==> config.mk <==
export PLATFORM = sky130hd
export DESIGN_NAME = load_cell_adc_serial_reader
export DESIGN_NICKNAME = d
export VERILOG_FILES = /design/src/hw/rtl/lcr_pkg.sv /design/src/hw/rtl/lcr_ctrl.sv /design/src/hw/rtl/lcr_dp.sv /design/src/hw/rtl/load_cell_adc_serial_reader.sv
export SDC_FILE = /design/constraint.sdc
export NUM_CORES = 2
export LEC_CHECK = 0
export CORE_ASPECT_RATIO = 1.4
export CORE_MARGIN = 2
export CORE_UTILIZATION = 40
export DETAILED_ROUTE_END_ITERATION = 10
export DONT_BUFFER_PORTS = 1
export GPL_TIMING_DRIVEN = 0
export PLACE_DENSITY = 0.56
export SLEW_MARGIN = 20
export SYNTH_ARGS = -nofsm -noshare
export SYNTH_HDL_FRONTEND = slang
export SYNTH_SLANG_ARGS = --single-unit
==> constraint.sdc <==
create_clock -name clk_i -period 22.3 [get_ports clk_i]
set_clock_uncertainty 0.2 [all_clocks]
set_input_delay 4.46 -clock clk_i [delete_from_list [all_inputs] [get_ports clk_i]]
set_output_delay 4.46 -clock clk_i [all_outputs]
set_load 0.1 [all_outputs]
==> src/hw/rtl/lcr_pkg.sv <==
// Shared types and constants for the load-cell converter serial reader.
// No dependencies.
package lcr_pkg;

  localparam int unsigned SampleBitsDef = 24;
  localparam int unsigned MaxAverageDef = 255;

  localparam int unsigned CfgIdxW = 3;
  localparam int unsigned CfgDataW = 32;

  typedef enum logic [2:0] {
    OP_NONE  = 3'd0,
    OP_READ  = 3'd1,
    OP_TARE  = 3'd2,
    OP_PDOWN = 3'd3,
    OP_PUP   = 3'd4
  } op_e;

  typedef enum logic [CfgIdxW-1:0] {
    CFG_GAIN    = 3'd0,
    CFG_HALF    = 3'd1,
    CFG_TIMEOUT = 3'd2,
    CFG_SETTLE  = 3'd3,
    CFG_PDOWN   = 3'd4,
    CFG_SCALE   = 3'd5
  } cfg_e;

  // serial line phase
  typedef enum logic [2:0] {
    PH_IDLE   = 3'd0,
    PH_WAIT   = 3'd1,
    PH_HIGH   = 3'd2,
    PH_LOW    = 3'd3,
    PH_PDOWN  = 3'd4,
    PH_SETTLE = 3'd5
  } phase_e;

  // sequencing of the item handshake and the result arithmetic
  typedef enum logic [2:0] {
    CT_IDLE = 3'd0,
    CT_DIV  = 3'd1,
    CT_NET  = 3'd2,
    CT_MUL  = 3'd3,
    CT_FIN  = 3'd4
  } ctl_e;

  typedef struct packed {
    logic tick;
    logic div_step;
    logic calc_net;
    logic calc_mul;
    logic finish;
  } lcr_cmd_t;

  typedef struct packed {
    logic need_arith;
    logic div_last;
  } lcr_stat_t;

endpackage

==> src/hw/rtl/lcr_ctrl.sv <==
// Controller for the load-cell reader: handshakes and arithmetic sequencing.
// Depends on lcr_pkg.
module lcr_ctrl import lcr_pkg::*; (
  input  logic      clk_i,
  input  logic      rst_ni,
  input  logic      in_valid_i,
  output logic      in_stall_o,
  output logic      out_valid_o,
  input  logic      out_stall_i,
  input  lcr_stat_t stat_i,
  output lcr_cmd_t  cmd_o
);

  ctl_e state_q, state_d;
  logic ov_q, ov_d;
  logic accept;

  assign in_stall_o  = (state_q != CT_IDLE) || (ov_q && out_stall_i);
  assign accept      = in_valid_i && !in_stall_o;
  assign out_valid_o = ov_q;

  always_comb begin
    state_d = state_q;
    unique case (state_q)
      CT_IDLE: if (accept && stat_i.need_arith) state_d = CT_DIV;
      CT_DIV:  if (stat_i.div_last) state_d = CT_NET;
      CT_NET:  state_d = CT_MUL;
      CT_MUL:  state_d = CT_FIN;
      CT_FIN:  state_d = CT_IDLE;
      default: state_d = CT_IDLE;
    endcase
  end

  always_comb begin
    cmd_o          = '0;
    cmd_o.tick     = accept;
    cmd_o.div_step = (state_q == CT_DIV);
    cmd_o.calc_net = (state_q == CT_NET);
    cmd_o.calc_mul = (state_q == CT_MUL);
    cmd_o.finish   = (state_q == CT_FIN);
  end

  always_comb begin
    ov_d = ov_q && out_stall_i;
    if ((accept && !stat_i.need_arith) || (state_q == CT_FIN)) ov_d = 1'b1;
  end

  always_ff @(posedge clk_i or negedge rst_ni) begin
    if (!rst_ni) begin
      state_q <= CT_IDLE;
      ov_q    <= 1'b0;
    end else begin
      state_q <= state_d;
      ov_q    <= ov_d;
    end
  end

endmodule

==> src/hw/rtl/lcr_dp.sv <==
// Datapath for the load-cell reader: serial line timing, sample sum, divider,
// scaling multiplier, config registers and result register. Depends on lcr_pkg.
module lcr_dp import lcr_pkg::*; #(
  parameter int unsigned SAMPLE_BITS = SampleBitsDef,
  parameter int unsigned MAX_AVERAGE = MaxAverageDef
) (
  input  logic                clk_i,
  input  logic                rst_ni,
  input  logic                cfg_we_i,
  input  logic [CfgIdxW-1:0]  cfg_index_i,
  input  logic [CfgDataW-1:0] cfg_data_i,
  input  logic [2:0]          operation_i,
  input  logic [7:0]          sample_count_i,
  input  logic                dout_level_i,
  input  lcr_cmd_t            cmd_i,
  output lcr_stat_t           stat_o,
  output logic                sck_level_o,
  output logic                busy_res_o,
  output logic                done_res_o,
  output logic signed [23:0]  raw_average_o,
  output logic signed [24:0]  net_counts_o,
  output logic signed [39:0]  units_o,
  output logic                timed_out_o
);

  localparam int unsigned SUM_W  = SAMPLE_BITS + 8;
  localparam int unsigned QW     = SUM_W + 1;
  localparam int unsigned BIT_W  = $clog2(SAMPLE_BITS + 4);
  localparam int unsigned DCNT_W = $clog2(SUM_W);
  localparam logic signed [QW-1:0] AVG_HI = QW'(8388607);
  localparam logic signed [QW-1:0] AVG_LO = -AVG_HI - QW'(1);
  localparam logic signed [40:0] U_HI = 41'sh07FFFFFFFFF;
  localparam logic signed [40:0] U_LO = -U_HI - 41'sd1;

  // configuration
  logic [1:0]         gain_q;
  logic [7:0]         half_q;
  logic [31:0]        tmo_q, settle_q;
  logic [15:0]        pdn_q;
  logic signed [31:0] recip_q;

  always_ff @(posedge clk_i or negedge rst_ni) begin
    if (!rst_ni) begin
      gain_q   <= 2'd1;
      half_q   <= 8'd100;
      tmo_q    <= 32'd50000000;
      settle_q <= 32'd10000000;
      pdn_q    <= 16'd6500;
      recip_q  <= 32'sd16777216;
    end else if (cfg_we_i) begin
      unique case (cfg_e'(cfg_index_i))
        CFG_GAIN:    gain_q   <= cfg_data_i[1:0];
        CFG_HALF:    half_q   <= cfg_data_i[7:0];
        CFG_TIMEOUT: tmo_q    <= cfg_data_i;
        CFG_SETTLE:  settle_q <= cfg_data_i;
        CFG_PDOWN:   pdn_q    <= cfg_data_i[15:0];
        CFG_SCALE:   recip_q  <= $signed(cfg_data_i);
        default:     ;
      endcase
    end
  end

  // line state
  phase_e                   ph_q, ph_d;
  logic [31:0]              tc_q, tc_d;
  logic [BIT_W-1:0]         bi_q, bi_d;
  logic [SAMPLE_BITS-1:0]   sw_q, sw_d;
  logic [7:0]               left_q, left_d, tot_q, tot_d;
  logic signed [SUM_W-1:0]  sum_q, sum_d;
  op_e                      kind_q, kind_d;
  logic                     clk_q, clk_d, tos_q, tos_d;
  logic                     done, final_s, sample_end;
  logic [7:0]               half_eff, cnt;
  logic signed [SUM_W-1:0]  sext;

  assign half_eff = (half_q == 8'd0) ? 8'd1 : half_q;

  always_comb begin
    ph_d = ph_q; tc_d = tc_q; bi_d = bi_q; sw_d = sw_q;
    left_d = left_q; tot_d = tot_q; sum_d = sum_q; kind_d = kind_q;
    clk_d = clk_q; tos_d = tos_q;
    done = 1'b0; final_s = 1'b0; sample_end = 1'b0;
    cnt = sample_count_i;
    sext = '0;
    if (cmd_i.tick) begin
      unique case (ph_q)
        PH_IDLE: begin
          if (operation_i == OP_READ || operation_i == OP_TARE) begin
            if (cnt == 8'd0) cnt = 8'd1;
            if (cnt > 8'(MAX_AVERAGE)) cnt = 8'(MAX_AVERAGE);
            kind_d = op_e'(operation_i);
            tot_d = cnt; left_d = cnt; sum_d = '0; tos_d = 1'b0;
            ph_d = PH_WAIT; tc_d = '0; clk_d = 1'b0;
          end else if (operation_i == OP_PDOWN) begin
            kind_d = OP_PDOWN; clk_d = 1'b1; tc_d = '0; ph_d = PH_PDOWN;
          end else if (operation_i == OP_PUP) begin
            kind_d = OP_PUP; clk_d = 1'b0; tc_d = '0; ph_d = PH_SETTLE;
          end
        end
        PH_WAIT: begin
          if (!dout_level_i) begin
            ph_d = PH_HIGH; clk_d = 1'b1; tc_d = 32'd1; bi_d = '0; sw_d = '0;
          end else if (tc_q >= tmo_q) begin
            tos_d = 1'b1; sw_d = '0; sample_end = 1'b1;
          end else begin
            tc_d = tc_q + 32'd1;
          end
        end
        PH_HIGH: begin
          if (tc_q >= {24'd0, half_eff}) begin
            if (bi_q < BIT_W'(SAMPLE_BITS)) sw_d = {sw_q[SAMPLE_BITS-2:0], dout_level_i};
            bi_d = bi_q + BIT_W'(1);
            ph_d = PH_LOW; clk_d = 1'b0; tc_d = 32'd1;
          end else begin
            tc_d = tc_q + 32'd1;
          end
        end
        PH_LOW: begin
          if (tc_q >= {24'd0, half_eff}) begin
            if (bi_q < BIT_W'(SAMPLE_BITS) + BIT_W'(gain_q)) begin
              ph_d = PH_HIGH; clk_d = 1'b1; tc_d = 32'd1;
            end else begin
              sample_end = 1'b1;
            end
          end else begin
            tc_d = tc_q + 32'd1;
          end
        end
        PH_PDOWN: begin
          if (tc_q >= {16'd0, pdn_q}) begin
            ph_d = PH_IDLE; done = 1'b1;
          end else begin
            tc_d = tc_q + 32'd1;
          end
        end
        PH_SETTLE: begin
          if (tc_q >= settle_q) begin
            tot_d = 8'd1; left_d = 8'd1; sum_d = '0; tos_d = 1'b0;
            ph_d = PH_WAIT; tc_d = '0; clk_d = 1'b0;
          end else begin
            tc_d = tc_q + 32'd1;
          end
        end
        default: ph_d = PH_IDLE;
      endcase
      if (sample_end) begin
        sext = SUM_W'($signed(sw_d));
        sum_d = sum_q + sext;
        if (left_q != 8'd0) left_d = left_q - 8'd1;
        clk_d = 1'b0; tc_d = '0;
        if (left_d != 8'd0) begin
          ph_d = PH_WAIT;
        end else begin
          ph_d = PH_IDLE; done = 1'b1; final_s = 1'b1;
        end
      end
    end
  end

  assign stat_o.need_arith = final_s && (kind_q == OP_READ || kind_q == OP_TARE);

  always_ff @(posedge clk_i or negedge rst_ni) begin
    if (!rst_ni) begin
      ph_q <= PH_IDLE; tc_q <= '0; bi_q <= '0; sw_q <= '0;
      left_q <= '0; tot_q <= '0; sum_q <= '0; kind_q <= OP_NONE;
      clk_q <= 1'b0; tos_q <= 1'b0;
    end else begin
      ph_q <= ph_d; tc_q <= tc_d; bi_q <= bi_d; sw_q <= sw_d;
      left_q <= left_d; tot_q <= tot_d; sum_q <= sum_d; kind_q <= kind_d;
      clk_q <= clk_d; tos_q <= tos_d;
    end
  end

  // restoring divider on the magnitude, one quotient bit a cycle
  logic [SUM_W-1:0]  dq_q;
  logic [7:0]        rem_q;
  logic [DCNT_W-1:0] dcnt_q;
  logic              neg_q;
  logic [8:0]        trial;
  logic              qbit;

  assign trial = {rem_q, dq_q[SUM_W-1]};
  assign qbit  = (trial >= {1'b0, tot_q});
  assign stat_o.div_last = (dcnt_q == DCNT_W'(SUM_W - 1));

  always_ff @(posedge clk_i) begin
    if (cmd_i.tick && stat_o.need_arith) begin
      neg_q  <= sum_d[SUM_W-1];
      dq_q   <= sum_d[SUM_W-1] ? SUM_W'(-sum_d) : SUM_W'(sum_d);
      rem_q  <= '0;
      dcnt_q <= '0;
    end else if (cmd_i.div_step) begin
      rem_q  <= qbit ? 8'(trial - {1'b0, tot_q}) : trial[7:0];
      dq_q   <= {dq_q[SUM_W-2:0], qbit};
      dcnt_q <= dcnt_q + DCNT_W'(1);
    end
  end

  // average, net and scaling
  logic signed [QW-1:0] quo;
  logic signed [23:0]   avg_c, avg_q, tare_q;
  logic signed [24:0]   net_q;
  logic signed [56:0]   prod_q;
  logic signed [40:0]   ush;
  logic signed [39:0]   units_c;

  assign quo = neg_q ? -$signed({1'b0, dq_q}) : $signed({1'b0, dq_q});

  always_comb begin
    if (quo > AVG_HI)      avg_c = 24'sh7FFFFF;
    else if (quo < AVG_LO) avg_c = 24'sh800000;
    else                   avg_c = quo[23:0];
  end

  assign ush = prod_q[56:16];

  always_comb begin
    if (ush > U_HI)      units_c = 40'sh7FFFFFFFFF;
    else if (ush < U_LO) units_c = 40'sh8000000000;
    else                 units_c = ush[39:0];
  end

  always_ff @(posedge clk_i or negedge rst_ni) begin
    if (!rst_ni) begin
      tare_q <= '0;
    end else if (cmd_i.calc_net && kind_q == OP_TARE) begin
      tare_q <= avg_c;
    end
  end

  always_ff @(posedge clk_i) begin
    if (cmd_i.calc_net) begin
      avg_q <= avg_c;
      net_q <= {avg_c[23], avg_c} - {tare_q[23], tare_q};
    end
    if (cmd_i.calc_mul) prod_q <= 57'(net_q) * 57'(recip_q);
  end

  // result register; the timeout flag belongs to the conversions that end here
  always_ff @(posedge clk_i) begin
    if (cmd_i.tick && !stat_o.need_arith) begin
      sck_level_o   <= clk_d;
      busy_res_o    <= (ph_d != PH_IDLE);
      done_res_o    <= done;
      raw_average_o <= '0;
      net_counts_o  <= '0;
      units_o       <= '0;
      timed_out_o   <= final_s && tos_d;
    end else if (cmd_i.finish) begin
      sck_level_o   <= 1'b0;
      busy_res_o    <= 1'b0;
      done_res_o    <= 1'b1;
      raw_average_o <= avg_q;
      net_counts_o  <= (kind_q == OP_READ) ? net_q : 25'sd0;
      units_o       <= (kind_q == OP_READ) ? units_c : 40'sd0;
      timed_out_o   <= tos_q;
    end
  end

endmodule

==> src/hw/rtl/load_cell_adc_serial_reader.sv <==
// Top level of the load-cell converter serial reader.
// Depends on lcr_pkg, lcr_ctrl and lcr_dp.
//
// Each input item is one timing tick: the sampled converter data pin plus an
// optional command (read, tare, power down, power up) with a sample count.
// Every accepted item gives exactly one result item: the serial clock level
// for this tick, busy and done flags and, on the completing tick, the
// average, net counts, scaled units and a timeout flag.
// Plain ticks: the item is taken, its result is registered the next cycle,
// and one item per cycle is sustained while the result side keeps up.
// Completing tick of a read or tare: the sum is divided one quotient bit per
// cycle, then the average and net are formed, the scaling multiplier runs and
// the result is loaded, all before the next item is taken. A new item is taken
// while the result register is empty or is being taken. When the receiver
// stalls, the result holds and input stalls behind it. Reset puts the line in
// idle with the clock low, clears the tare offset and loads the default
// configuration. The user must write configuration only while idle; the block
// itself does not enforce it.
module load_cell_adc_serial_reader import lcr_pkg::*; #(
  parameter int unsigned SAMPLE_BITS = SampleBitsDef,
  parameter int unsigned MAX_AVERAGE = MaxAverageDef
) (
  input  logic                clk_i,
  input  logic                rst_ni,
  input  logic                cfg_we_i,
  input  logic [CfgIdxW-1:0]  cfg_index_i,
  input  logic [CfgDataW-1:0] cfg_data_i,
  input  logic                in_valid_i,
  output logic                in_stall_o,
  input  logic [2:0]          operation_i,
  input  logic [7:0]          sample_count_i,
  input  logic                dout_level_i,
  output logic                out_valid_o,
  input  logic                out_stall_i,
  output logic                sck_level_o,
  output logic                busy_res_o,
  output logic                done_res_o,
  output logic signed [23:0]  raw_average_o,
  output logic signed [24:0]  net_counts_o,
  output logic signed [39:0]  units_o,
  output logic                timed_out_o
);

  lcr_cmd_t  cmd;
  lcr_stat_t stat;

  lcr_ctrl u_ctrl (
    .clk_i, .rst_ni, .in_valid_i, .in_stall_o, .out_valid_o, .out_stall_i,
    .stat_i(stat), .cmd_o(cmd)
  );

  lcr_dp #(.SAMPLE_BITS(SAMPLE_BITS), .MAX_AVERAGE(MAX_AVERAGE)) u_dp (
    .clk_i, .rst_ni, .cfg_we_i, .cfg_index_i, .cfg_data_i,
    .operation_i, .sample_count_i, .dout_level_i,
    .cmd_i(cmd), .stat_o(stat),
    .sck_level_o, .busy_res_o, .done_res_o, .raw_average_o,
    .net_counts_o, .units_o, .timed_out_o
  );

endmodule

==> results.md <==
* Worst Max-Slew Pin Slew at 1209 ps
* DRC Markers at 0
* Vias in the first global route at 43250
* Netlist Area Pre-Place at 0.05318 mm²
* DRT antenna net count at 0
* Req. time, crit path at 22510 ps
* CP max stage delay at 980 ps
* Commonest non-fill, non-tap cell in the layout: inv_1
* Area share of the leading cell type in the synthesized netlist at 30.91%
* Initial antenna violation count at 12
* Area growth from synthesis to layout at 8.084%
* Post-Syn Instances at 5619
* Top delay family on crit path: adder cells
* Maximum fanout along the worst path at 10
* Wirelength, routed at 179900 µm
* First-pass GRT wire length at 273100 µm
* Clock-pin slew on the worst setup and hold paths at 60 ps
* Crit Path Class: reg -> reg
* Max-Cap Viols at 0
* HPWL after detailed placement at 146500 µm
* Std-Cell Core Area at 0.1323 mm²
* Data arrival, critical path at 10600 ps
* Via count at 40520
* CP startpoint kind: flop
* IO Count at 147
* Post-CTS Hold Buffers at 0
* Placed instance area at 0.05557 mm²
* # setup viols final at 0
* Most used cell, CP: fa_1
* Full die area at 0.1359 mm²
* CP Launch Point: u_dp.net_q[8]
* Synth area leader: fa_1
* Final period util at 46.60%
* H-tree depth at 2
* Bufs on Longest Clock Path at 3
* Resized Gates After CTS at 0
* Final std cell area, no fill at 0.05748 mm²
* R2r startpoint: u_dp.net_q[8]
* Final min period at 10390 ps
* Cell variety after synth at 99
* YS warnings at 0
* Class of the worst hold path: reg -> reg
* Synth area leaders: fa_1, dfrtp_1, ha_1
* Relative slew slack at 19.42%
* Post CTS Setup Buffer Count at 0
* RSZ-0062 raised after global routing: false
* Final net count at 6869
* TritonCTS clock tree: done
* Post-synth EDFFs at 127
* Post-synth ARST share at 53.83%
* GP Congestion at 1.000
* Die H at 435.4 µm
* Largest net degree at the start of global routing at 268
* Die width at 312.2 µm
* Clock Sinks at 496
* Worst skew pair latency at 690 ps
* Mapped Avg Cell Area at 9.464 µm²
* Fmax at 0.09624 GHz
* Layout cells sized above 1 at 4.972%
* Vias per cell at 5.408
* Buf/Inv on CP at 4
* Root Driver: clkbuf_16
* Sequential area share after synthesis at 23.65%
* Syn Nets at 6803
* Row count at 158
* DRT iter0 DRCs at 2579
* CP endpoint kind: flop
* Initial Util at 40.21%
* Global Route Usage Sum at 26.95%
* Top FF cell, synth: dfrtp_1
* Slew Viols, Final at 0
* CP max stage cell: edfxtp_1
* Inserted Clock Buffers at 55
* Synthesized flop and latch total at 496
* Setup_tns at 0 ps
* Final Hold Fails at 0
* Most frequent cells in the layout: inv_1, nand2_1, fa_1, ha_1, and2_1
* DR pass1 iterations at 5
* DR WL/cell at 24.01 µm
* Final global-route overflow total at 0
* Status: completed
* Port Buffers at 0
* Startpoint of the worst hold path: u_dp.dcnt_q[4]
==> per-layer routing <==
layer  global-route usage [%]  vias up  routed length, µm
met3                    4.379      426              10850
li1                         -    18060                  -
met1                    31.37    20730              67640
met2                    47.96     1299              90780
met4                    13.08        8              10570
met5                        0        -                 51
==> cells in the mapped netlist, drive strengths merged, types with 34 or more instances <==
master / number
inv: 907
nand2: 907
fa: 821
o21ai: 330
ha: 311
and2: 306
dfrtp: 236
clkbuf: 234
a21oi: 191
nor2: 170
edfxtp: 127
dfxtp: 102
xnor2: 85
mux2: 70
xor2: 67
nand2b: 61
nand3: 60
and3: 47
nor3: 47
o31ai: 47
a21o: 42
a22o: 38
nor2b: 34
==> worst min-delay path: stages (launching register included) <==
cell and delay [ps]:
dfxtp_1 310, nand2_1 50, a21oi_1 50
==> layout make-up <==
class,count,area [µm²]
clock inverter,23,269.0
timing repair buffer,9,147.6
multi-input combinational,3961,36240
inverter,907,3405
sequential,496,12580
antenna,1,2.502
fill,13000,74780
clock buffer,81,1628
tap,1760,2202
buffer,255,1005
==> per-stage QoR <==
step | instances | utilization, % | setup slack (ps) | hold WS (ps)
CTS | 7492 | 43.45 | 11930 | 267.9
detailed placement | 7388 | 42.02 | 11930 | 258.9
floorplan | 5619 | - | 12330 | 240.6
global route | 7492 | 43.46 | 11460 | 295.3
global placement | 7379 | 41.88 | 11490 | 249.2
finish | 7493 | 43.46 | 11910 | 262.7
==> final timing paths <==
path,to,slack [ps],cells past startpoint
setup reg to reg,u_dp.prod_q[56],11910,25
max in group asynchronous,u_dp.tare_q[17],18060,0
hold / removal,u_dp.dcnt_q[4],260,2
hold reg to reg,u_dp.dcnt_q[4],260,2
min in group asynchronous,u_dp.pdn_q[0],3300,0
setup / recovery,u_dp.prod_q[56],11910,25
==> flip-flops by register name (all words and copies together) (netlist names), 25 cells and up <==
name / cells
u_dp.units_o: 40
u_dp.sum_q: 32
u_dp.net_q: 25
u_dp.tmo_q: 32
u_dp.tc_q: 32
u_dp.dq_q: 32
u_dp.prod_q: 41
u_dp.recip_q: 32
u_dp.settle_q: 32
u_dp.net_counts_o: 25
==> cell families after synthesis <==
kind of cell               after synthesis  share of synthesized area (%)
buffers and inverters                 1162                          8.289
adders and majority gates             1132                          38.22
DFF                                    496                          23.65
xor gates and xnor gates               152                          2.503
AOI/OAI and AO/OA                      865                          10.42
muxes                                   75                          1.576
and+or+nand+nor                       1737                          15.34
Power is left out: the tool's default activity adds up to more than one toggle a clock period on the data nets, which glitch-free logic cannot reach.
